## src/hdl/vfgp_pkg.sv

```systemverilog
// ----------------------------------------------------------------------------
// vfgp_pkg
// Shared types and constants of the voice fade, gain and pan mixer.
// ----------------------------------------------------------------------------
package vfgp_pkg;

    // fixed field widths
    localparam int OPCODE_BITS    = 3;
    localparam int POS_BITS       = 32;
    localparam int GAIN_BITS      = 16;
    localparam int PAN_BITS       = 16;
    localparam int PF_BITS        = 15;
    localparam int GP_BITS        = GAIN_BITS + PF_BITS;
    localparam int CFG_DATA_BITS  = 16;
    localparam int CFG_INDEX_BITS = 2;

    // gain Q4.12 times pan Q1.14 gives 26 fraction bits
    localparam int PRODUCT_SHIFT = 26;

    localparam logic [GAIN_BITS-1:0]       GAIN_RESET = 16'd4096;
    localparam logic signed [PAN_BITS-1:0] PAN_MAX    = 16'sd16384;
    localparam logic signed [PAN_BITS-1:0] PAN_MIN    = -16'sd16384;
    localparam logic [PF_BITS-1:0]         PAN_UNITY  = 15'd16384;

    typedef enum logic [OPCODE_BITS-1:0] {
        OP_FRAME    = 3'd0,
        OP_FADE_IN  = 3'd1,
        OP_FADE_OUT = 3'd2,
        OP_PLAY     = 3'd3,
        OP_PAUSE    = 3'd4
    } opcode_t;

    typedef enum logic [1:0] {
        RAMP_NONE = 2'd0,
        RAMP_IN   = 2'd1,
        RAMP_OUT  = 2'd2
    } ramp_mode_t;

    typedef enum logic [CFG_INDEX_BITS-1:0] {
        CFG_GAIN = 2'd0,
        CFG_PAN  = 2'd1,
        CFG_MUTE = 2'd2,
        CFG_MONO = 2'd3
    } cfg_index_t;

    // lane handshake toward the merge stage
    typedef struct packed {
        logic busy;
        logic rdy;
    } lane_stat_t;

    // voice status reported with each result word
    typedef struct packed {
        logic                playing;
        ramp_mode_t          ramp_mode;
        logic [POS_BITS-1:0] frame_count;
    } voice_stat_t;

endpackage

```

## src/hdl/vfgp_if.sv

```systemverilog


interface vfgp_out_if #(
    parameter int BUS_BITS = 24
);
    logic                           valid;
    logic                           ready;
    logic signed [BUS_BITS-1:0]     bus_out_left;
    logic signed [BUS_BITS-1:0]     bus_out_right;
    logic                           is_playing;
    logic [1:0]                     ramp_state;
    logic [vfgp_pkg::POS_BITS-1:0]  position_now;

    modport source (
        output valid, bus_out_left, bus_out_right, is_playing, ramp_state, position_now,
        input  ready
    );

    modport sink (
        input  valid, bus_out_left, bus_out_right, is_playing, ramp_state, position_now,
        output ready
    );
endinterface

```

## src/hdl/vfgp_merge.sv

```systemverilog
// ----------------------------------------------------------------------------
// vfgp_merge
// Joins both lane results with the voice status into the output register.
// ----------------------------------------------------------------------------
module vfgp_merge #(
    parameter int BUS_BITS = 24
) (
    input  logic                        clk,
    input  logic                        rst_n,
    input  vfgp_pkg::lane_stat_t        stat_left,
    input  vfgp_pkg::lane_stat_t        stat_right,
    input  logic signed [BUS_BITS-1:0]  result_left,
    input  logic signed [BUS_BITS-1:0]  result_right,
    input  vfgp_pkg::voice_stat_t       voice,
    output logic                        ack,
    vfgp_out_if.source                  out
);

    logic                          valid_reg, valid_next;
    logic signed [BUS_BITS-1:0]    left_reg;
    logic signed [BUS_BITS-1:0]    right_reg;
    logic                          playing_reg;
    logic [1:0]                    ramp_reg;
    logic [vfgp_pkg::POS_BITS-1:0] pos_reg;
    logic                          load;

    // take both lanes once the output register is free or draining
    assign load       = stat_left.rdy && stat_right.rdy && (!valid_reg || out.ready);
    assign ack        = load;
    assign valid_next = load || (valid_reg && !out.ready);

    always_ff @(posedge clk or negedge rst_n)
    begin
        if (!rst_n)
        begin
            valid_reg <= 1'b0;
        end
        else
        begin
            valid_reg <= valid_next;
        end
    end

    // result word payload
    always_ff @(posedge clk)
    begin
        if (load)
        begin
            left_reg    <= result_left;
            right_reg   <= result_right;
            playing_reg <= voice.playing;
            ramp_reg    <= voice.ramp_mode;
            pos_reg     <= voice.frame_count;
        end
    end

    assign out.valid         = valid_reg;
    assign out.bus_out_left  = left_reg;
    assign out.bus_out_right = right_reg;
    assign out.is_playing    = playing_reg;
    assign out.ramp_state    = ramp_reg;
    assign out.position_now  = pos_reg;

    // both lanes run in lockstep
    a_lockstep: assert property (@(posedge clk) disable iff (!rst_n)
        (stat_left.rdy == stat_right.rdy) && (stat_left.busy == stat_right.busy))
        else $error("channel lanes out of step");

endmodule
```

## src/flat_wrapper.sv

```systemverilog
// flat-port wrapper written by rule: the top's interface ports become plain ports
module vfgp_merge_flat 
#(
    parameter int BUS_BITS = 24
)
  (clk, rst_n, stat_left, stat_right, result_left, result_right, voice, ack, out_valid, out_bus_out_left, out_bus_out_right, out_is_playing, out_ramp_state, out_position_now, out_ready);
  vfgp_out_if #(.BUS_BITS(BUS_BITS)) out_i ();
  input  logic clk;
  input  logic rst_n;
  input  vfgp_pkg::lane_stat_t stat_left;
  input  vfgp_pkg::lane_stat_t stat_right;
  input  logic signed [BUS_BITS-1:0] result_left;
  input  logic signed [BUS_BITS-1:0] result_right;
  input  vfgp_pkg::voice_stat_t voice;
  output logic ack;
  output wire logic [$bits(out_i.valid)-1:0] out_valid;
  output wire logic [$bits(out_i.bus_out_left)-1:0] out_bus_out_left;
  output wire logic [$bits(out_i.bus_out_right)-1:0] out_bus_out_right;
  output wire logic [$bits(out_i.is_playing)-1:0] out_is_playing;
  output wire logic [$bits(out_i.ramp_state)-1:0] out_ramp_state;
  output wire logic [$bits(out_i.position_now)-1:0] out_position_now;
  input wire logic [$bits(out_i.ready)-1:0] out_ready;
  assign out_valid = out_i.valid;
  assign out_bus_out_left = out_i.bus_out_left;
  assign out_bus_out_right = out_i.bus_out_right;
  assign out_is_playing = out_i.is_playing;
  assign out_ramp_state = out_i.ramp_state;
  assign out_position_now = out_i.position_now;
  assign out_i.ready = out_ready;
  vfgp_merge #(.BUS_BITS(BUS_BITS)) u_core (.clk(clk), .rst_n(rst_n), .stat_left(stat_left), .stat_right(stat_right), .result_left(result_left), .result_right(result_right), .voice(voice), .ack(ack), .out(out_i));
endmodule
```

## config.mk

```make
export PLATFORM = sky130hd
export DESIGN_NAME = vfgp_merge_flat
export DESIGN_NICKNAME = d
export VERILOG_FILES = /design/src/hdl/vfgp_pkg.sv /design/src/hdl/vfgp_if.sv /design/src/hdl/vfgp_merge.sv /design/src/flat_wrapper.sv
export SDC_FILE = /design/constraint.sdc
export NUM_CORES = 1
export LEC_CHECK = 0
export BUFFER_PORTS_ARGS = -buffer_cell sky130_fd_sc_hd__buf_2
export CAP_MARGIN = 20
export CORE_MARGIN = 4
export CORE_UTILIZATION = 36
export CTS_CLUSTER_SIZE = 25
export DETAILED_ROUTE_END_ITERATION = 10
export GPL_ROUTABILITY_DRIVEN = 0
export PLACE_DENSITY = 0.74
export SYNTH_ARGS = -nofsm -noshare
export SYNTH_HDL_FRONTEND = slang
export SYNTH_SLANG_ARGS = --single-unit
```

## constraint.sdc

```tcl
create_clock -name clk -period 3.25 [get_ports clk]
set_input_delay 0.1625 -clock clk [delete_from_list [all_inputs] [get_ports clk]]
set_output_delay 0.1625 -clock clk [all_outputs]
set_load 0.01 [all_outputs]
```

==> key figures <==
Synthesis
  • FF+latch count, synth: 84
  • YS warnings: 0
  • Synthesized Nets: about 180
  • Adder-Cell Fraction of Synth Area: 0%
  • Mean Syn Cell Area: 28.6 sq um
  • Compound-cell area share of the yosys netlist: 0.688%
  • Sequential fraction of the synthesis area: 98.9%
  • Post-synth top area share: a little over nine tenths
  • Simple-Gate Fraction of Synth Area: 0.147%
  • Leading area contributor after synthesis: edfxtp_1
  • Mapped Cells: 89
  • Largest family of logic cells by synthesized area: compound AO/OA/AOI/OAI gates
  • Synth Cell Area: roughly 0.0025 sq mm
  • Mux cell area share after synthesis: 0%
  • XOR/XNOR Fraction of Synth Area: 0%
  • Main area contributors after synthesis: edfxtp_1, dfrtp_1, a21oi_2
  • Synth cell types: 6

STA
  • RSZ-0062 raised after global routing: false
  • Final setup violation count: 0
  • Fin crit period: 1.94 ns
  • Clk_skew: approximately 0.0078 ns
  • Worst rel slew slack: ~62%
  • Fmax: 516 MHz
  • Fin crit share: around three fifths
  • Final Hold Vio Count: 0
  • Worst-margin pin slew: 0.572 ns
  • Setup tns final: 0 ns
  • Slew Limit Fails: 0
  • WHS: 0.0935 ns

Worst setup path
  • CP Capture Type: primary output
  • Worst path cell trace: dlygate4sd3_1 -> buf_2 -> inv_1 -> a21oi_4 -> buf_4 -> buf_2
  • WP data required: 3.09 ns
  • Slowest stage delay, CP: 0.52 ns
  • CP max FO: between 40 and 50
  • CP max-delay cell: dlygate4sd3_1
  • Worst reg2reg startpoint: u_core.out.valid
  • Crit-path most repeated cell: buf_2
  • Setup Crit Path Kind: input port to primary output
  • CP startpoint kind: input port
  • Setup crit start: out_ready
  • Crit path DAT: 1.78 ns

Final layout
  • Fin nets: between 400 and 500
  • Layout fillers: 472
  • Share of layout cells above drive strength 1: 52.5%
  • Antenna Cells: 0
  • P&R area growth vs syn: 83.2%
  • Number of flip-flops in the largest register: 32
  • Fin util: 68.3%

Die
  • Ports: 175
  • Number of core rows: 30
  • Initial core utilization: 37.3%
  • DIE WIDTH: 92.1 um
  • Die Area: 0.00848 sq mm
  • Die height: 92.1 um
  • Core area: 0.00683 sq mm

Pwr
  • Final Total Pwr: 2450 uW
  • Static Leak: just under 0.002 uW
  • Cell area power density: roughly 530 mW/mm^2
  • Peak supply drop: 0.318 mV

Clock network
  • Resized cells post-CTS: 0
  • Clk slew on worst S/H paths: 0.09 ns
  • Clock root buffer: clkbuf_8
  • CTS Sinks: 84
  • CTS buffer count: 9
  • Deepest clock path buffer count: 2
  • H-tree levels: 3
  • Clock Latency Late Sink: 0.35 ns
  • TritonCTS clock tree: built

GRT
  • GRT Util Overall: around 18%
  • Initial antenna violation count: 0
  • First-pass GRT wire length: 11400 um
  • Largest net degree at the start of global routing: between 40 and 50
  • Vias in the first global route: 2256
  • GR Overflow Total: 0

Run status
  • Status: finished, final reports clean

Placement
  • I/O Buffers: 172
  • Hpwl dp: around 4500 um

Detailed routing
  • Drt drc: 0
  • 1st-iter DRT viols: 68
  • DR WL/cell: ~16 um
  • Via/cell ratio: 4.22
  • Via count: 1941
  • TritonRoute pass-1 iters: 4
  • Final antenna-violating net count: 0
  • Final WL: 7520 um

Min path
  • Hold Path Origin: stat_left[0]
  • Worst Hold Class: input port to register

Run
  • Max cap viols: 0
metal layers:
metal / routed length (um) / track usage, % / vias up
met5: 0 / 0 / -
met4: 61 / 6.06 / 0
met3: 792 / 8.53 / 6
met2: 3950 / 32.1 / 123
met1: 2720 / 19.1 / 919
li1: - / - / 893
logic make-up (layout without fill, tap and decap cells):
kind of cell,Yosys count,after routing
AOI/OAI and AO/OA,2,2
DFF,84,84
buffers and inverters,2,277
and+or+nand+nor,1,1
cell usage in the layout, fill, tap and decap left out:
cell type and instances:
clkinv_4 2, edfxtp_1 83, dlygate4sd3_1 85, o21ai_2 1, buf_4 2, dfrtp_1 1, inv_1 2, bufinv_16 4
nand2_1 1, buf_2 172, clkbuf_1 1, clkbuf_8 9, a21oi_4 1
power by group:
group | switching [uW] | internal (uW) | total, uW
Combinational | 95.9 | 134 | 230
Clock | 371 | 591 | 962
Sequential | 12.9 | 1250 | 1260
repair_timing:
item,in CTS,in global routing
setup buffers,0,0
hold buffers,85,0
hold endpoints to repair,85,0
endpoints found under the setup margin,0,0
worst paths after layout:
path	end	slack (ns)	cells past startpoint
max in group asynchronous	u_core.out.valid	3.02	2
setup / recovery	ack	1.31	6
min in group asynchronous	u_core.out.valid	0.15	2
hold reg to reg	u_core.out.valid	0.60	2
hold / removal	u_core.out.valid	0.09	3
setup reg to reg	u_core.out.bus_out_left[19]	1.81	2
area by class of cell:
cell class                      count  area (sq um)  area share (%)
Tap cell                           96           120            2.57
Clock buffer                       10           128            2.74
Clock inverter                      6           138            2.95
Inverter                            2          7.51           0.161
Timing Repair Buffer              259          1730            37.0
Sequential cell                    84          2520            54.0
Multi-Input combinational cell      3          28.8           0.617
critical path: cells and delay by family:
family          cells  cell delay, ns
compound gates      1            0.14
buf+inv             5            1.43
Yosys cell counts (all sizes together):
cell type	n
edfxtp	83
inv	2
a21oi	1
dfrtp	1
nand2	1
o21ai	1
metrics by stage:
step	area [sq um]	setup WS [ns]	instances
after floorplan	2550	0.906	89
after global placement	3550	1.84	359
after detailed placement	3550	1.80	359
after CTS	4670	1.33	460
after global routing	4670	1.22	460
final	4670	1.31	460
Note: power is estimated with default switching activity, not from simulation.
