==> src/hdl/vfgp_pkg.sv <==
// ----------------------------------------------------------------------------
// vfgp_pkg
// Shared types and constants of the voice fade, gain and pan mixer.
// ----------------------------------------------------------------------------
package vfgp_pkg;

    // fixed field widths
    localparam int OPCODE_BITS    = 3;
    localparam int POS_BITS       = 32;
    localparam int GAIN_BITS      = 16;
    localparam int PAN_BITS       = 16;
    localparam int PF_BITS        = 15;
    localparam int GP_BITS        = GAIN_BITS + PF_BITS;
    localparam int CFG_DATA_BITS  = 16;
    localparam int CFG_INDEX_BITS = 2;

    // gain Q4.12 times pan Q1.14 gives 26 fraction bits
    localparam int PRODUCT_SHIFT = 26;

    localparam logic [GAIN_BITS-1:0]       GAIN_RESET = 16'd4096;
    localparam logic signed [PAN_BITS-1:0] PAN_MAX    = 16'sd16384;
    localparam logic signed [PAN_BITS-1:0] PAN_MIN    = -16'sd16384;
    localparam logic [PF_BITS-1:0]         PAN_UNITY  = 15'd16384;

    typedef enum logic [OPCODE_BITS-1:0] {
        OP_FRAME    = 3'd0,
        OP_FADE_IN  = 3'd1,
        OP_FADE_OUT = 3'd2,
        OP_PLAY     = 3'd3,
        OP_PAUSE    = 3'd4
    } opcode_t;

    typedef enum logic [1:0] {
        RAMP_NONE = 2'd0,
        RAMP_IN   = 2'd1,
        RAMP_OUT  = 2'd2
    } ramp_mode_t;

    typedef enum logic [CFG_INDEX_BITS-1:0] {
        CFG_GAIN = 2'd0,
        CFG_PAN  = 2'd1,
        CFG_MUTE = 2'd2,
        CFG_MONO = 2'd3
    } cfg_index_t;

    // lane handshake toward the merge stage
    typedef struct packed {
        logic busy;
        logic rdy;
    } lane_stat_t;

    // voice status reported with each result word
    typedef struct packed {
        logic                playing;
        ramp_mode_t          ramp_mode;
        logic [POS_BITS-1:0] frame_count;
    } voice_stat_t;

endpackage

==> src/hdl/vfgp_lane.sv <==
// ----------------------------------------------------------------------------
// vfgp_lane
// One channel of the voice: fade by bit-serial divide, gain and pan
// multiply, rounding and saturating add onto the bus value.
// ----------------------------------------------------------------------------
module vfgp_lane #(
    parameter int SAMPLE_BITS   = 16,
    parameter int BUS_BITS      = 24,
    parameter int RAMP_LEN_BITS = 24
) (
    input  logic                               clk,
    input  logic                               rst_n,
    input  logic                               start,
    input  logic                               fade_en,
    input  logic                               use_voice,
    input  logic signed [SAMPLE_BITS-1:0]      sample,
    input  logic signed [BUS_BITS-1:0]         bus,
    input  logic [RAMP_LEN_BITS-1:0]           num,
    input  logic [RAMP_LEN_BITS-1:0]           den,
    input  logic [vfgp_pkg::GAIN_BITS-1:0]     gain,
    input  logic [vfgp_pkg::PF_BITS-1:0]       pan_factor,
    input  logic                               ack,
    output vfgp_pkg::lane_stat_t               stat,
    output logic signed [BUS_BITS-1:0]         result
);

    localparam int FW = SAMPLE_BITS + RAMP_LEN_BITS;
    localparam int MW = SAMPLE_BITS + vfgp_pkg::GP_BITS;
    localparam int SH = vfgp_pkg::PRODUCT_SHIFT - (BUS_BITS - SAMPLE_BITS);
    localparam int TW = (SH > 0) ? MW + 1 - SH : MW - SH;
    localparam int SW = ((TW > BUS_BITS) ? TW : BUS_BITS) + 2;
    localparam int CW = $clog2(SAMPLE_BITS);

    typedef enum logic [2:0] {
        L_IDLE,
        L_FADE,
        L_DIV,
        L_MULG,
        L_RND,
        L_SUM,
        L_HOLD
    } lane_state_t;

    lane_state_t                   state_reg, state_next;
    logic signed [BUS_BITS-1:0]    result_reg;
    logic                          neg_reg;
    logic                          fade_reg;
    logic                          use_reg;
    logic signed [BUS_BITS-1:0]    bus_reg;
    logic [SAMPLE_BITS-1:0]        mag_reg;
    logic [RAMP_LEN_BITS-1:0]      num_reg;
    logic [RAMP_LEN_BITS-1:0]      den_reg;
    logic [vfgp_pkg::GP_BITS-1:0]  gp_reg;
    logic [RAMP_LEN_BITS-1:0]      rem_reg;
    logic [SAMPLE_BITS-1:0]        q_reg;
    logic [CW-1:0]                 cnt_reg;
    logic [MW-1:0]                 m_reg;
    logic [TW-1:0]                 t_reg;

    logic [SAMPLE_BITS-1:0]        sample_u;
    logic [SAMPLE_BITS-1:0]        mag_in;
    logic [FW-1:0]                 fprod;
    logic [RAMP_LEN_BITS:0]        rem2;
    logic [RAMP_LEN_BITS:0]        rem_sub;
    logic                          ge;
    logic [vfgp_pkg::GP_BITS-1:0]  gpm;
    logic [MW-1:0]                 mprod;
    logic [TW-1:0]                 t_comb;
    logic signed [SW-1:0]          bus_ext;
    logic signed [SW-1:0]          t_ext;
    logic signed [SW-1:0]          sum;
    logic                          fits;
    logic signed [BUS_BITS-1:0]    sat_val;
    logic signed [BUS_BITS-1:0]    res_next;

    // magnitude of the sample, the fade truncates toward zero
    assign sample_u = sample;
    assign mag_in   = sample[SAMPLE_BITS-1] ? (~sample_u + SAMPLE_BITS'(1)) : sample_u;

    // fade numerator product, top bits seed the divider remainder
    assign fprod = FW'(mag_reg) * FW'(num_reg);

    // one restoring divide step
    assign rem2    = {rem_reg, q_reg[SAMPLE_BITS-1]};
    assign ge      = rem2 >= {1'b0, den_reg};
    assign rem_sub = rem2 - {1'b0, den_reg};

    // gain times pan factor, then faded magnitude times that
    assign gpm   = vfgp_pkg::GP_BITS'(gain) * vfgp_pkg::GP_BITS'(pan_factor);
    assign mprod = MW'(q_reg) * MW'(gp_reg);

    // scale to bus width, rounding half away from zero on a right shift
    generate
        if (SH > 0)
        begin : g_round
            localparam logic [MW:0] HALF = (MW + 1)'(1) << (SH - 1);
            logic [MW:0] rsum;
            assign rsum   = {1'b0, m_reg} + HALF;
            assign t_comb = TW'(rsum >> SH);
        end
        else
        begin : g_widen
            assign t_comb = TW'(m_reg) << (-SH);
        end
    endgenerate

    // add or subtract the term, then saturate
    assign bus_ext  = SW'(bus_reg);
    assign t_ext    = use_reg ? signed'(SW'(t_reg)) : '0;
    assign sum      = neg_reg ? bus_ext - t_ext : bus_ext + t_ext;
    assign fits     = (&sum[SW-1:BUS_BITS-1]) || !(|sum[SW-1:BUS_BITS-1]);
    assign sat_val  = sum[SW-1] ? {1'b1, {(BUS_BITS-1){1'b0}}} : {1'b0, {(BUS_BITS-1){1'b1}}};
    assign res_next = fits ? sum[BUS_BITS-1:0] : sat_val;

    // sequencer
    always_comb
    begin
        state_next = state_reg;
        unique case (state_reg)
            L_IDLE: if (start) state_next = L_FADE;
            L_FADE: state_next = fade_reg ? L_DIV : L_MULG;
            L_DIV:  if (cnt_reg == '0) state_next = L_MULG;
            L_MULG: state_next = L_RND;
            L_RND:  state_next = L_SUM;
            L_SUM:  state_next = L_HOLD;
            L_HOLD: if (ack) state_next = L_IDLE;
            default: state_next = L_IDLE;
        endcase
    end

    // state and result register
    always_ff @(posedge clk or negedge rst_n)
    begin
        if (!rst_n)
        begin
            state_reg  <= L_IDLE;
            result_reg <= '0;
        end
        else
        begin
            state_reg <= state_next;
            if (state_reg == L_SUM)
            begin
                result_reg <= res_next;
            end
        end
    end

    // datapath registers
    always_ff @(posedge clk)
    begin
        unique case (state_reg)
            L_IDLE:
            begin
                if (start)
                begin
                    neg_reg  <= sample[SAMPLE_BITS-1];
                    mag_reg  <= mag_in;
                    bus_reg  <= bus;
                    fade_reg <= fade_en;
                    use_reg  <= use_voice;
                    num_reg  <= num;
                    den_reg  <= den;
                end
            end
            L_FADE:
            begin
                gp_reg <= gpm;
                if (fade_reg)
                begin
                    rem_reg <= fprod[FW-1:SAMPLE_BITS];
                    q_reg   <= fprod[SAMPLE_BITS-1:0];
                    cnt_reg <= CW'(SAMPLE_BITS - 1);
                end
                else
                begin
                    q_reg <= mag_reg;
                end
            end
            L_DIV:
            begin
                rem_reg <= ge ? rem_sub[RAMP_LEN_BITS-1:0] : rem2[RAMP_LEN_BITS-1:0];
                q_reg   <= {q_reg[SAMPLE_BITS-2:0], ge};
                cnt_reg <= cnt_reg - CW'(1);
            end
            L_MULG:
            begin
                m_reg <= mprod;
            end
            L_RND:
            begin
                t_reg <= t_comb;
            end
            default:
            begin
            end
        endcase
    end

    assign stat.busy = (state_reg != L_IDLE);
    assign stat.rdy  = (state_reg == L_HOLD);
    assign result    = result_reg;

    // divider remainder stays below the divisor
    a_div_rem: assert property (@(posedge clk) disable iff (!rst_n)
        (state_reg == L_DIV) |-> (rem_reg < den_reg))
        else $error("divider remainder not below divisor");

    // a finished result waits untouched until taken
    a_hold: assert property (@(posedge clk) disable iff (!rst_n)
        (state_reg == L_HOLD) && !ack |=> (state_reg == L_HOLD) && $stable(result_reg))
        else $error("lane result lost before hand-over");

    // new words only reach an idle lane
    a_start_idle: assert property (@(posedge clk) disable iff (!rst_n)
        start |-> (state_reg == L_IDLE))
        else $error("word started on a busy lane");

endmodule

==> config.mk <==
export PLATFORM = sky130hd
export DESIGN_NAME = vfgp_lane
export DESIGN_NICKNAME = d
export VERILOG_FILES = /design/src/hdl/vfgp_pkg.sv /design/src/hdl/vfgp_lane.sv
export SDC_FILE = /design/constraint.sdc
export NUM_CORES = 2
export LEC_CHECK = 0
export ABC_AREA = 1
export BUFFER_PORTS_ARGS = -buffer_cell sky130_fd_sc_hd__buf_2
export CAP_MARGIN = 30
export CORE_ASPECT_RATIO = 0.9
export CORE_MARGIN = 5
export CORE_UTILIZATION = 38
export CTS_CLUSTER_SIZE = 8
export DETAILED_ROUTE_END_ITERATION = 6
export PLACE_DENSITY = 0.5
export SLEW_MARGIN = 10
export SYNTH_ARGS = -nofsm -noshare
export SYNTH_HDL_FRONTEND = slang
export SYNTH_SLANG_ARGS = --single-unit
==> constraint.sdc <==
create_clock -name clk -period 12.4 [get_ports clk]
set_input_delay 0.62 -clock clk [delete_from_list [all_inputs] [get_ports clk]]
set_output_delay 0.62 -clock clk [all_outputs]
set_load 0.01 [all_outputs]
==> impl_metrics.ini <==
[critical_path]
r2r-end = rem_reg[15]
worstPathRequired_ps = 12710
reg2reg_depth = 24
r2r-start = num_reg[2]
path_max_fanout = 11
end_kind = flop
r2r_slack_ps = 5610
cp-start-kind = flop
crit_arrival_ps = 7100
criticalPathCategory = flop to flop

[yosys]
synthesis.nets = 7949
synth.most_common_cell = nand2_1
synth_area_um2 = 51490
synth_seq_cells = 253
netlist_instances = 6551
synth_edf_count = 226
ys_top_cells_by_count = nand2_1 (1776), inv_1 (1747), fa_1 (891)
synth_area_leaders = fa_1 (35%), edfxtp_1 (13%), nand2_1 (13%), inv_1 (13%), ha_1 (9.3%)
synth_cell_types = 54
synth_warnings = 0
ys_async_sr_fraction_pct = 10.67
synth-seq-area-share_pct = 14.49
synth_area_per_cell_um2 = 7.859
synth_top_area_share_pct = 34.64
yosys.area.top_type = fa_1
synthFlopType = edfxtp_1

[timing]
setup_tns_ps = 0
fmax_mhz = 147.3
period_needed_ps = 6790
worst_slew_pin_slew_ps = 995.9
setup_violations = 0
setup_slack_ps = 5610
fin_crit_sh_pct = 54.76
slew_headroom_pct = 33.61
slew_viol_final = 0
hold_violations = 0
rsz0062_at_grt = false
finClkSkew_ps = 18.19

[clock_network]
cts_repair_resize_count = 0
cts_num_sinks = 253
cts_setup_buffers = 0
htreeDepth = 2
clk_latency_ps = 580
ctsLongestPathBuffers = 3
cts_root_buf = clkbuf_16
cts_tree = built
cts_made_buffers = 40
clk_pin_slew_ps = 60
hold_buffers = 0

[global_routing]
grt.total_usage_pct = 21.35
grt_remaining_overflow = 0
grt_pass1_vias = 42750
grt_pass1_wl_um = 241200
antenna_found_initial = 11
grt_max_degree = 59

[die]
fp.coreArea_um2 = 135000
die_h_um = 359.2
num_rows = 128
die_area_um2 = 143000
die_x_um = 398.0
ios = 151
start_util_pct = 38.14

[job]
drv_cap = 0

[route]
ant_nets = 0
vias = 40399
routed_wl_um = 150000
firstDrtPassIters = 6
drt_iter0_drc = 2539
remaining_drc_errors = 0
wl_per_cell_um = 17.96
vias_per_cell = 4.835

[worst_hold_path]
hold_class = input port to asynchronous set/reset pin

[placement]
dp_hpwl_um = 121400
gp_congestion = 0.9075
place_ws_ps = 5716
numPortBuffers = 150

[run_status]
status = completed

[final_layout]
final_util_pct = 40.76
layout-drive-gt1-share_pct = 5.436
n_fill_cell = 14037
nNetsFinal = 7912
largest_reg_flops = 31
area_growth_pct = 6.882
==> worst max-delay path, stage by stage, from the launching register on <==
cell and delay [ps]:
edfxtp_1 920, buf_4 300, nand2_1 90, fa_1 530, inv_1 50, fa_1 470
ha_1 230, fa_1 530, inv_1 50, fa_1 490, fa_1 550, inv_1 40
ha_1 350, a21oi_1 270, nor2_1 80, nor2_1 140, nand2_1 110, nand2_1 70
nand2_1 90, nand2_1 70, nand2_1 200, a21oi_1 300, o21bai_1 120, o21ai_0 360
nand2_1 90
==> area by class of cell <==
cell class	count	area, um^2	area share, %
tap	1820	2277	4.138
clock inverter	7	82.58	0.1501
sequential	253	7462	13.56
antenna	5	12.51	0.02274
timing repair buffer	201	1162	2.112
inverter	1750	6569	11.94
clock buffer	51	1085	1.971
multi-input combinational	4268	36380	66.11
==> through the flow <==
stage	instance area, um^2	instances	hold slack (ps)
floorplan	51490	6551	324.4
global placement	53800	8289	469.6
detailed placement	53840	8291	502.7
CTS	55010	8349	22.14
global route	55020	8351	77.54
finish	55030	8355	51.84
==> how the worst max path moves through the flow <==
stage                  start           to  depth (start not counted)
6_report          num_reg[2]  rem_reg[15]                         24
3_3_place_gp      gp_reg[20]    m_reg[39]                         21
4_1_cts             q_reg[2]    m_reg[40]                         25
3_5_place_dp      num_reg[2]  rem_reg[15]                         24
5_1_grt             q_reg[2]    m_reg[32]                         24
2_1_floorplan  pan_factor[4]   gp_reg[23]                         23
==> layout by cell type (no fill, tap or decap), drive strengths merged, types with 3 or more instances in the layout <==
cell type  instances
nand2           1810
inv             1750
fa               891
ha               382
nor2             282
edfxtp           226
a21oi            222
buf              201
o21ai            152
xor2             116
nand3             97
xnor2             66
clkbuf            51
a31oi             45
nor3              32
dfrtp             27
nand4             26
or2               25
o21bai            15
o211ai            15
o21a              13
a21o              12
nor4              12
a21boi             9
nand3b             6
o31ai              6
diode              5
and3               5
a211oi             4
a221oi             4
clkinv             4
o311ai             3
and2               3
==> cell families after synthesis <==
kind of cell | count (synthesis) | synth area share [%]
AOI/OAI and AO/OA | 511 | 5.740
DFF | 253 | 14.49
xor gates and xnor gates | 182 | 3.096
and+or+nand+nor | 2302 | 17.83
buffers and inverters | 2030 | 14.91
adders and majority gates | 1273 | 43.93
==> metal layers <==
layer / track usage, % / up-vias / wire [um]
li1: - / 19104 / -
met1: 31.38 / 19978 / 71810
met2: 33.16 / 1130 / 64910
met3: 3.537 / 177 / 9870
met4: 4.654 / 10 / 3366
met5: 0 / - / 59
Power is not shown: default switching activity piles up to over one toggle a cycle in this logic, so the estimate is an artifact.
