File: src/hdl/vfgp_pkg.sv
// ----------------------------------------------------------------------------
// vfgp_pkg
// Shared types and constants of the voice fade, gain and pan mixer.
// ----------------------------------------------------------------------------
package vfgp_pkg;

    // fixed field widths
    localparam int OPCODE_BITS    = 3;
    localparam int POS_BITS       = 32;
    localparam int GAIN_BITS      = 16;
    localparam int PAN_BITS       = 16;
    localparam int PF_BITS        = 15;
    localparam int GP_BITS        = GAIN_BITS + PF_BITS;
    localparam int CFG_DATA_BITS  = 16;
    localparam int CFG_INDEX_BITS = 2;

    // gain Q4.12 times pan Q1.14 gives 26 fraction bits
    localparam int PRODUCT_SHIFT = 26;

    localparam logic [GAIN_BITS-1:0]       GAIN_RESET = 16'd4096;
    localparam logic signed [PAN_BITS-1:0] PAN_MAX    = 16'sd16384;
    localparam logic signed [PAN_BITS-1:0] PAN_MIN    = -16'sd16384;
    localparam logic [PF_BITS-1:0]         PAN_UNITY  = 15'd16384;

    typedef enum logic [OPCODE_BITS-1:0] {
        OP_FRAME    = 3'd0,
        OP_FADE_IN  = 3'd1,
        OP_FADE_OUT = 3'd2,
        OP_PLAY     = 3'd3,
        OP_PAUSE    = 3'd4
    } opcode_t;

    typedef enum logic [1:0] {
        RAMP_NONE = 2'd0,
        RAMP_IN   = 2'd1,
        RAMP_OUT  = 2'd2
    } ramp_mode_t;

    typedef enum logic [CFG_INDEX_BITS-1:0] {
        CFG_GAIN = 2'd0,
        CFG_PAN  = 2'd1,
        CFG_MUTE = 2'd2,
        CFG_MONO = 2'd3
    } cfg_index_t;

    // lane handshake toward the merge stage
    typedef struct packed {
        logic busy;
        logic rdy;
    } lane_stat_t;

    // voice status reported with each result word
    typedef struct packed {
        logic                playing;
        ramp_mode_t          ramp_mode;
        logic [POS_BITS-1:0] frame_count;
    } voice_stat_t;

endpackage

File: src/hdl/vfgp_voice.sv
// ----------------------------------------------------------------------------
// vfgp_voice
// Voice play state, fade ramp counters and frame position.
// ----------------------------------------------------------------------------
module vfgp_voice #(
    parameter int RAMP_LEN_BITS = 24
) (
    input  logic                             clk,
    input  logic                             rst_n,
    input  logic                             accept,
    input  logic [vfgp_pkg::OPCODE_BITS-1:0] opcode,
    input  logic [RAMP_LEN_BITS-1:0]         ramp_length,
    output logic                             frame_play,
    output logic                             fade_en,
    output logic [RAMP_LEN_BITS-1:0]         num,
    output logic [RAMP_LEN_BITS-1:0]         den,
    output vfgp_pkg::voice_stat_t            stat
);

    logic                          playing_reg, playing_next;
    vfgp_pkg::ramp_mode_t          ramp_mode_reg, ramp_mode_next;
    logic [RAMP_LEN_BITS-1:0]      ramp_count_reg, ramp_count_next;
    logic [RAMP_LEN_BITS-1:0]      ramp_total_reg, ramp_total_next;
    logic [vfgp_pkg::POS_BITS-1:0] frame_count_reg, frame_count_next;
    logic [RAMP_LEN_BITS-1:0]      count_inc;

    // fade factor of the current frame, from the state before it
    assign frame_play = (opcode == vfgp_pkg::OP_FRAME) && playing_reg;
    assign fade_en    = (ramp_mode_reg == vfgp_pkg::RAMP_IN) ||
                        (ramp_mode_reg == vfgp_pkg::RAMP_OUT);
    assign num        = (ramp_mode_reg == vfgp_pkg::RAMP_IN) ? ramp_count_reg
                                                             : ramp_total_reg - ramp_count_reg;
    assign den        = ramp_total_reg;
    assign count_inc  = ramp_count_reg + RAMP_LEN_BITS'(1);

    // next state per word
    always_comb
    begin
        playing_next     = playing_reg;
        ramp_mode_next   = ramp_mode_reg;
        ramp_count_next  = ramp_count_reg;
        ramp_total_next  = ramp_total_reg;
        frame_count_next = frame_count_reg;
        if (accept)
        begin
            unique case (vfgp_pkg::opcode_t'(opcode))
                vfgp_pkg::OP_FRAME:
                begin
                    if (playing_reg)
                    begin
                        frame_count_next = frame_count_reg + vfgp_pkg::POS_BITS'(1);
                        if (fade_en)
                        begin
                            ramp_count_next = count_inc;
                            // ramp done: the last frame still used its factor
                            if (count_inc >= ramp_total_reg)
                            begin
                                if (ramp_mode_reg == vfgp_pkg::RAMP_OUT)
                                begin
                                    playing_next = 1'b0;
                                end
                                ramp_mode_next  = vfgp_pkg::RAMP_NONE;
                                ramp_count_next = '0;
                            end
                        end
                    end
                end
                vfgp_pkg::OP_FADE_IN:
                begin
                    if ((ramp_length != '0) && !playing_reg)
                    begin
                        ramp_mode_next  = vfgp_pkg::RAMP_IN;
                        ramp_count_next = '0;
                        ramp_total_next = ramp_length;
                        playing_next    = 1'b1;
                    end
                end
                vfgp_pkg::OP_FADE_OUT:
                begin
                    if ((ramp_length != '0) && playing_reg)
                    begin
                        ramp_mode_next  = vfgp_pkg::RAMP_OUT;
                        ramp_count_next = '0;
                        ramp_total_next = ramp_length;
                    end
                end
                vfgp_pkg::OP_PLAY:
                begin
                    playing_next = 1'b1;
                end
                vfgp_pkg::OP_PAUSE:
                begin
                    playing_next = 1'b0;
                end
                default:
                begin
                end
            endcase
        end
    end

    // voice state registers
    always_ff @(posedge clk or negedge rst_n)
    begin
        if (!rst_n)
        begin
            playing_reg     <= 1'b1;
            ramp_mode_reg   <= vfgp_pkg::RAMP_NONE;
            ramp_count_reg  <= '0;
            ramp_total_reg  <= '0;
            frame_count_reg <= '0;
        end
        else
        begin
            playing_reg     <= playing_next;
            ramp_mode_reg   <= ramp_mode_next;
            ramp_count_reg  <= ramp_count_next;
            ramp_total_reg  <= ramp_total_next;
            frame_count_reg <= frame_count_next;
        end
    end

    assign stat.playing     = playing_reg;
    assign stat.ramp_mode   = ramp_mode_reg;
    assign stat.frame_count = frame_count_reg;

    // a running ramp never reaches its total
    a_ramp_count: assert property (@(posedge clk) disable iff (!rst_n)
        (ramp_mode_reg != vfgp_pkg::RAMP_NONE) |-> (ramp_count_reg < ramp_total_reg))
        else $error("ramp count reached total while fading");

endmodule

File: config.mk
export PLATFORM = sky130hd
export DESIGN_NAME = vfgp_voice
export DESIGN_NICKNAME = d
export VERILOG_FILES = /design/src/hdl/vfgp_pkg.sv /design/src/hdl/vfgp_voice.sv
export SDC_FILE = /design/constraint.sdc
export NUM_CORES = 1
export LEC_CHECK = 0
export ABC_CLOCK_PERIOD_IN_PS = 3350
export BUFFER_PORTS_ARGS = -buffer_cell sky130_fd_sc_hd__buf_4
export CAP_MARGIN = 10
export CORE_MARGIN = 2
export CORE_UTILIZATION = 51
export CTS_BUF_LIST = sky130_fd_sc_hd__clkbuf_16
export DETAILED_ROUTE_END_ITERATION = 8
export PLACE_DENSITY = 0.77
export SETUP_SLACK_MARGIN = 0.3
export SLEW_MARGIN = 0
export SYNTH_ARGS = -nofsm -noshare
export SYNTH_HDL_FRONTEND = slang
export SYNTH_SLANG_ARGS = --single-unit
File: constraint.sdc
create_clock -name clk -period 3.35 [get_ports clk]
set_input_delay 0.335 -clock clk [delete_from_list [all_inputs] [get_ports clk]]
set_output_delay 0.335 -clock clk [all_outputs]
set_load 0.01 [all_outputs]
==> out/qor.txt, run 1 <==
status = complete, no violations
RSZ-0062 raised after global routing = yes
largest net degree at the start of global routing = 84
register area share after synthesis = 33.4%
CTS tree = done
WL per Instance = 19.5 um
# IOs = 115
DRT Wirelength = 21,100 um
depth of the most critical reg-to-reg path = 15
Mapped Area = 0.00622 sq mm
core area = 0.0120 sq mm
DRT iter0 DRCs = 755
worst path cell trace = nand2_2 -> or3_4 -> nor3_4 -> buf_4 -> nand3_2 -> xnor2_2 -> ha_4 -> a21oi_2 -> o21ai_2 -> a221oi_2 -> o211ai_1 -> buf_4 -> buf_4 -> nor3_1 -> a221o_1
Worst path depth = 15
PnR worst setup slack = 0.0158 ns
clk buf depth = 2
row count = 40
initial antenna violation count = 0
PortBufs = 114
Worst setup EP type = register
GRT overflow = 0
Initial Util = 52.0%
Die H = 114 um
critical path's top delay family = simple AND/OR/NAND/NOR gates
Final setup viols = 0
Area Overhead vs Synth = 44.6%
Slowest cell on crit path = dfrtp_1
Hold Path Class = input pin to async pin
number of global-route vias before repair = 6,301
CTS Root Cell = clkbuf_16
vias after detailed routing = 6,663
layout cell share with drive strength beyond 1 = 36.8%
fmax = 300 MHz
Worst slew margin = 28.1%
Max FO, Critical Path = 7
period utilization = 99.5%
leakage power = 4.12 nW
Place WS = -0.0767 ns
final hold slack = 0.191 ns
Antenna Cells = 0
non-filler cells, final = 1,086
FILL cells = 816
arrival time of the worst setup path = 3.62 ns
Mapped Cells = 737
Mapped Nets = 819
DR pass1 iterations = 5
register area = 0.00208 sq mm
max reg flops = 32
Die Area = 0.0131 sq mm
Worst R2R Setup Slack = 0.02 ns
ys flop type = dfrtp_1
max_cap viols = 0
CP startpoint = ramp_count_reg[3]
critical path class = register to register
Nets = 1,016
post-layout minimum cycle time = 3.33 ns
fin util = 75.2%
antenna-violating nets left = 0
GR Util All Layers = 30.2%
CP required = 3.63 ns
most used cell, CP = buf_4
Post-synth EDFFs = 0
placed insts = 1,024
CP max stage delay = 0.42 ns
Yosys warning count = 0
Cell variety after synth = 64
worst-skew pair later-pin latency = 0.35 ns
Synth async-reset ratio = 100%
CTS H-tree depth = 3
Fin. Hold Viols = 0
VDD IR-drop max = 0.356 mV
Critical path buffers and inverters = 3
area used by multi-input combinational logic = 0.00452 sq mm
Synth Register Bits = 83
Critical R2R Capture = ramp_count_reg[6]
DRC errors left = 0
syn_area_per_cell = 8.44 sq um
PD cells = 818 mW/mm^2
DR vias/cell = 6.14
gpl congestion = 0.957
die width = 114 um
Num CTS Buffers = 9
Final Skew = 0.00597 ns
Least-Margin Pin Slew = 1.08 ns
Clock Sinks = 83
Critical Path End = ramp_count_reg[6]
Slew Viols, Final = 0
Clock Pin Slew Worst Setup and Hold Paths = 0.07 ns
first-pass GRT wire length = 31,300 um
reg2reg start = ramp_count_reg[3]
post-DP HPWL = 14,400 um
critical path launch point type = register
[layer usage]
layer	vias to the layer above	wire, um	track usage (%)
met1	3232	8940	41.2
met5	-	0	0
met3	67	1550	4.82
li1	3029	-	-
met4	0	719	12.3
met2	335	9930	48.1
[layout make-up]
| class | instances | area share [%] |
|---|---|---|
| Tap cell | 147 | 2.05 |
| Clock inverter | 7 | 0.932 |
| Inverter | 58 | 2.53 |
| Timing Repair Buffer | 215 | 18.6 |
| Sequential cell | 83 | 23.2 |
| Clock buffer | 9 | 2.50 |
| Multi-Input combinational cell | 567 | 50.2 |
[per-stage QoR]
step	setup TNS [ns]	power, mW	area (sq um)
after detailed placement	-0.259	5.32	7600
after global routing	-1.20	7.78	8990
after global placement	0	5.22	7600
after floorplan	0	3.74	6290
final	0	7.36	8990
after CTS	0	6.68	8340
[synth_stat cells (all sizes together), types with 2 or more instances]
cell type / number / share of area, %
nand2: 105 / 6.3
dfrtp: 82 / 33
inv: 58 / 3.5
o21ai: 52 / 4.2
xnor2: 52 / 7.3
ha: 51 / 10
nor2: 42 / 2.5
a21oi: 34 / 2.7
nand3: 26 / 2.3
nand4: 22 / 2.2
nor3: 22 / 2.2
clkbuf: 18 / 1.1
xor2: 16 / 2.3
nor4: 14 / 1.6
a22o: 11 / 1.5
buf: 11 / 1.1
o31ai: 8 / 0.97
a21o: 7 / 0.84
a221o: 6 / 0.97
and3: 6 / 0.60
nor2b: 6 / 0.60
o21a: 6 / 0.72
o22ai: 6 / 0.60
or2: 6 / 0.60
or3: 6 / 0.60
a211oi: 5 / 0.60
nand2b: 5 / 0.50
o211ai: 5 / 0.68
a31o: 4 / 0.56
a31oi: 4 / 0.40
and4: 4 / 0.56
mux2i: 4 / 0.64
o221ai: 4 / 0.56
a221oi: 3 / 0.42
and2: 3 / 0.30
a41o: 2 / 0.32
a41oi: 2 / 0.28
mux2: 2 / 0.36
[cell usage in the layout, fill, tap and decap left out, types with 22 or more instances in the layout]
master	netlist	layout
buf_4	5	199
nand2_1	105	100
dfrtp_1	82	78
inv_1	58	52
xnor2_1	52	47
nor2_1	42	41
ha_1	51	33
o21ai_0	34	26
o21ai_1	18	23
nand4_1	22	22
[how the worst min path moves through the flow]
stage | startpoint | end | slack [ns] | cells past startpoint
2_1_floorplan | rst_n | den[0] | 0.04 | 0
3_3_place_gp | frame_count_reg[31] | frame_count_reg[31] | 0.47 | 1
3_5_place_dp | frame_count_reg[18] | frame_count_reg[18] | 0.49 | 1
4_1_cts | ramp_length[18] | den[18] | 0.20 | 3
5_1_grt | ramp_length[5] | den[5] | 0.21 | 3
6_report | rst_n | frame_count_reg[2] | 0.19 | 1
[power by group]
part           switching (mW)  leakage (nW)  internal, mW
clock                   0.450         0.149         0.591
sequential              0.256          1.07          1.18
combinational            2.58          2.91          2.29
[worst reg2reg max path: stages, from the launching register on]
cell and delay, ns:
dfrtp_1 0.42, nand2_2 0.10, or3_4 0.42, nor3_4 0.22, buf_4 0.16, nand3_2 0.09, xnor2_2 0.22, ha_4 0.25
a21oi_2 0.16, o21ai_2 0.09, a221oi_2 0.24, o211ai_1 0.13, buf_4 0.19, buf_4 0.16, nor3_1 0.27, a221o_1 0.17
[what timing repair did]
item,in CTS,in global routing
hold buffers,0,0
setup buffers,19,27
pin swaps,28,50
resized for setup,55,91
endpoints found under the hold margin,0,0
setup endpoints to repair,41,44
[cell families (layout without fill, tap and decap cells)]
group                      Yosys count  after routing  synth area share (%)
xor gates and xnor gates            68             68                  9.58
AOI/OAI and AO/OA                  168            168                  17.7
DFF                                 83             83                  33.4
buffers and inverters               87            289                  5.65
muxes                                6              6                  1.01
adders and majority gates           52             52                  10.6
and+or+nand+nor                    273            273                  22.1
Power figures use the tool's default switching activity.
==> inputs of run 2 (changes only) <==
- ABC_CLOCK_PERIOD_IN_PS: 3350 -> 3500
- CORE_UTILIZATION: 51 -> 57
- PLACE_DENSITY: 0.77 -> 0.82
- clock period: 3.35 -> 3.5 ns (I/O delays scaled with it)
==> out/qor.txt, run 2 (synthesis results as in run 1) <==
status = finished, violations left
failing checks = negative setup slack
worst-skew pair later-pin latency = 0.35 ns
PD cells = 768 mW/mm^2
initial antenna violation count = 0
CP max stage delay = 0.39 ns
DRT iter0 DRCs = 819
Fin. Hold Viols = 0
VDD IR-drop max = 0.574 mV
max reg flops = 32
Clock Sinks = 83
CTS Root Cell = clkbuf_16
antenna-violating nets left = 0
net switching power figure = 2.94 mW
leakage power = 3.96 nW
CTS H-tree depth = 3
Sw Ratio = 44.8%
layout cell share with drive strength beyond 1 = 31.6%
fmax = 283 MHz
CTS Hold Bufs = 0
met2 layer usage reported by global route = 55.7%
critical path class = register to register
Area Overhead vs Synth = 37.3%
Seq pwr share = 21.0%
Die H = 108 um
# IOs = 115
Antenna Cells = 0
Critical R2R Capture = ramp_count_reg[6]
WL per Instance = 19.9 um
clk buf depth = 2
Worst setup EP type = register
GRT met3 Usage = 5.97%
Worst R2R Setup Slack = -0.04 ns
GRT busiest layer = met2
Gate power share = 64.0%
worst path cell trace = buf_4 -> nand4_1 -> nor4_2 -> buf_4 -> nand4_1 -> xnor2_1 -> ha_1 -> nand4_1 -> buf_4 -> nor3_4 -> nand2_1 -> o211ai_1 -> buf_4 -> nor3_4 -> buf_6 -> a221o_1
Num CTS Buffers = 9
DRC errors left = 0
CTS tree = done
Final setup viols = 5
Design Power = 6.56 mW
Hold Path Class = input pin to async pin
Max FO, Critical Path = 11
DR vias/cell = 6.33
Slew Viols, Final = 0
PnR worst setup slack = -0.0389 ns
depth of the most critical reg-to-reg path = 16
gpl congestion = 0.942
period utilization = 101%
Worst slew margin = 30.1%
core area = 0.0107 sq mm
Nets = 998
Final Skew = 0.00609 ns
Slowest cell on crit path = dfrtp_1
fin util = 79.5%
Initial Util = 57.9%
most used cell, CP = buf_4
max_cap viols = 0
Die Area = 0.0118 sq mm
met1 Usage GRT = 46.0%
most frequent cells in the layout = buf_4 (191), nand2_1 (103), dfrtp_1 (79)
CP required = 3.73 ns
first-pass GRT wire length = 31,600 um
DRT Wirelength = 21,100 um
die width = 108 um
Clk network pwr share = 15.0%
PortBufs = 114
critical path launch point type = register
row count = 38
post-layout minimum cycle time = 3.54 ns
DR pass1 iterations = 6
largest net degree at the start of global routing = 84
Clock Pin Slew Worst Setup and Hold Paths = 0.06 ns
Least-Margin Pin Slew = 1.05 ns
vias after detailed routing = 6,718
Internal Pwr Total = 3.62 mW
reg2reg start = ramp_count_reg[13]
arrival time of the worst setup path = 3.77 ns
CP startpoint = ramp_count_reg[13]
GRT overflow = 0
post-DP HPWL = 14,300 um
number of global-route vias before repair = 6,280
commonest non-fill, non-tap cell in the layout = buf_4
RSZ-0062 raised after global routing = yes
GR Util All Layers = 34.3%
[run 2: cell types whose count changed in the layout (fill, tap and decap cells not counted), sizes merged]
cell,before,now
buf,215,197
clkinvlp,1,2
inv,61,60
[run 2: metrics by stage]
| step | instances | area (sq um) | setup TNS [ns] | hold slack (ns) | worst slack [ns] |
|---|---|---|---|---|---|
| detailed placement | 1002 | 7440 | -0.0601 | 0.468 | -0.0358 |
| CTS | 1048 | 8260 | 0 | 0.219 | 0.238 |
| global route | 1061 | 8540 | -1.05 | 0.227 | -0.126 |
| finish | 1061 | 8540 | -0.110 | 0.183 | -0.0389 |
| floorplan | 737 | 6250 | 0 | 0.0544 | 0.325 |
| global placement | 1002 | 7440 | 0 | 0.463 | 0.0337 |
[run 2: layout make-up]
class / count / area, sq um
multi-input cells: 567 / 4260
fillers: 694 / 2210
flip-flops and latches: 83 / 2080
repair buffers: 197 / 1500
clock buffers: 9 / 225
inverters: 58 / 218
well taps: 140 / 175
clock inverters: 7 / 76.3
[run 2: critical path: cells and delay by family, from the launching register on]
| kind | cells | cell delay, ns |
|---|---|---|
| xor+xnor | 1 | 0.17 |
| flops | 1 | 0.39 |
| buf+inv | 5 | 0.85 |
| compound gates | 2 | 0.46 |
| fa+ha+maj | 1 | 0.32 |
| simple gates | 7 | 1.21 |
[run 2: worst max path at each step]
stage                                     to  slack (ns)  depth (start not counted)
after floorplan           ramp_count_reg[13]        0.33                         14
after global placement    ramp_count_reg[20]        0.03                         13
after detailed placement  ramp_count_reg[20]       -0.04                         13
after CTS                 ramp_count_reg[23]        0.24                         16
after global routing      ramp_count_reg[16]       -0.13                         16
final                      ramp_count_reg[6]       -0.04                         16
[run 2: repair_timing]
action | 4_1_cts | 5_1_grt
buffers inserted | 29 | 13
hold endpoints to repair | 0 | 0
cloned | 1 | 0
setup endpoints to repair | 34 | 38
pin swaps | 28 | 26
gates resized for setup | 56 | 34
[run 2: power groups by stage]
stage | combinational, mW | sequential [mW] | clock [mW]
global route | 4.53 | 1.39 | 1.03
finish | 4.20 | 1.38 | 0.982
CTS | 3.89 | 1.36 | 0.982
detailed placement | 3.57 | 1.36 | 0
global placement | 3.49 | 1.35 | 0
floorplan | 2.22 | 1.34 | 0
[run 2: routing by layer]
layer,wire (um),part of all wire [%]
met5,0,0
met2,9890,47
met3,1900,9.0
met1,8540,40
met4,810,3.8
==> inputs of run 3 (changes only) <==
==> constraint.sdc (replaced) <==
create_clock -name clk -period 3.5 [get_ports clk]
set_input_delay 0.35 -clock clk [delete_from_list [all_inputs] [get_ports clk]]
set_output_delay 0.35 -clock clk [all_outputs]
set_load 0.02 [all_outputs]
==> out/qor.txt, run 3 (synthesis results as in run 1) <==
gpl congestion = 0.952
final hold slack = 0.190 ns
DR pass1 iterations = 5
Slew Viols, Final = 0
area used by multi-input combinational logic = 0.00430 sq mm
Place WS = 0.0111 ns
first-pass GRT wire length = 30,900 um
vias after detailed routing = 6,554
Design Power = 7.10 mW
CTS Root Cell = clkbuf_16
Clock Sinks = 83
Final setup viols = 0
layout cell share with drive strength beyond 1 = 32.4%
Nets = 997
DRT iter0 DRCs = 729
commonest non-fill, non-tap cell in the layout = buf_4
die width = 108 um
row count = 38
FILL cells = 701
PD cells = 825 mW/mm^2
register area = 0.00208 sq mm
CTS Hold Bufs = 0
# IOs = 115
worst-skew pair later-pin latency = 0.35 ns
Die Area = 0.0118 sq mm
antenna-violating nets left = 0
PortBufs = 114
initial antenna violation count = 0
GRT overflow = 0
Max FO, Critical Path = 6
max_cap viols = 0
CTS H-tree depth = 3
DRT Wirelength = 21,100 um
Fin. Hold Viols = 0
most frequent cells in the layout = buf_4 (185), nand2_1 (103), dfrtp_1 (78)
Die H = 108 um
clk buf depth = 2
Worst setup EP type = register
WL per Instance = 19.9 um
max reg flops = 32
Final Skew = 0.00620 ns
post-DP HPWL = 14,500 um
leakage power = 3.99 nW
largest net degree at the start of global routing = 84
non-filler cells, final = 1,060
Worst slew margin = 29.7%
RSZ-0062 raised after global routing = yes
Initial Util = 57.9%
CTS tree = done
DRC errors left = 0
Setup TNS = 0 ns
placed insts = 1,003
core area = 0.0107 sq mm
period utilization = 96.7%
VDD IR-drop max = 0.730 mV
critical path launch point type = register
post-layout minimum cycle time = 3.38 ns
arrival time of the worst setup path = 3.61 ns
Hold Path Class = input pin to async pin
fmax = 295 MHz
Num CTS Buffers = 9
status = complete, no violations
Least-Margin Pin Slew = 1.05 ns
critical path class = register to register
DR vias/cell = 6.18
number of global-route vias before repair = 6,198
CP required = 3.73 ns
PnR worst setup slack = 0.115 ns
Antenna Cells = 0
Clock Pin Slew Worst Setup and Hold Paths = 0.06 ns
GR Util All Layers = 34.0%
Area Overhead vs Synth = 38.4%
[run 3: changes by cell type in the layout (fill, tap and decap cells not counted), sizes merged]
cell,before,now
clkinvlp,2,1
bufinv,1,2
buf,197,196
inv,60,58
clkinv,2,4
[run 3: timing repair]
action                     4_1_cts  5_1_grt
resized for setup               50       57
pin swaps                       25       43
gates cloned                     2        0
setup buffers                   18       21
setup endpoints to repair       34       36
[run 3: report_power, final]
group	internal, mW	leakage, nW	switching (mW)	total (mW)
Clock	0.624	0.158	0.404	1.03
Combinational	2.01	2.76	2.68	4.69
Sequential	1.13	1.07	0.245	1.38
Total	3.77	3.99	3.33	7.10
[run 3: metrics by stage]
step                      utilization (%)  instance area [sq um]
after global placement               69.3                   7450
after CTS                            75.9                   8150
after floorplan                         -                   6250
after detailed placement             69.3                   7450
final                                80.1                   8610
after global routing                 80.1                   8610
[run 3: critical path, cell delays in order (launching register included)]
cell and delay, ns:
dfrtp_1 0.42, ha_2 0.20, nand4_1 0.18, nor4_4 0.18, buf_4 0.19, nand4_1 0.16
xnor2_1 0.18, ha_1 0.28, nand4_1 0.17, buf_4 0.20, nor4_4 0.38, o2bb2ai_4 0.19
nor3_4 0.08, buf_6 0.13, a221o_1 0.30
[run 3: final cells by class]
cell class | instances | share of cell area (%)
flip-flops and latches | 83 | 24.2
clock buffers | 9 | 2.62
well taps | 140 | 2.04
repair buffers | 196 | 17.6
inverters | 58 | 2.57
clock inverters | 7 | 1.09
multi-input cells | 567 | 49.9
[run 3: path summary, 6_finish.rpt]
kind | from | to | slack [ns] | depth (start not counted)
setup reg to reg | ramp_count_reg[0] | ramp_count_reg[22] | 0.12 | 14
min in group clk | ramp_length[23] | den[23] | 0.23 | 3
hold / removal | rst_n | frame_count_reg[2] | 0.19 | 1
setup / recovery | ramp_count_reg[0] | ramp_count_reg[22] | 0.12 | 14
max in group asynchronous | rst_n | ramp_count_reg[14] | 2.57 | 1
hold reg to reg | frame_count_reg[31] | frame_count_reg[31] | 0.47 | 1
[run 3: layer usage]
metal	vias up	wire length (um)	GRT usage [%]	share of wire (%)
li1	2974	-	-	-
met1	3143	8400	43.8	40
met2	376	10200	56.0	49
met3	61	1790	7.66	8.5
met4	0	654	12.5	3.1
met5	-	0	0	0
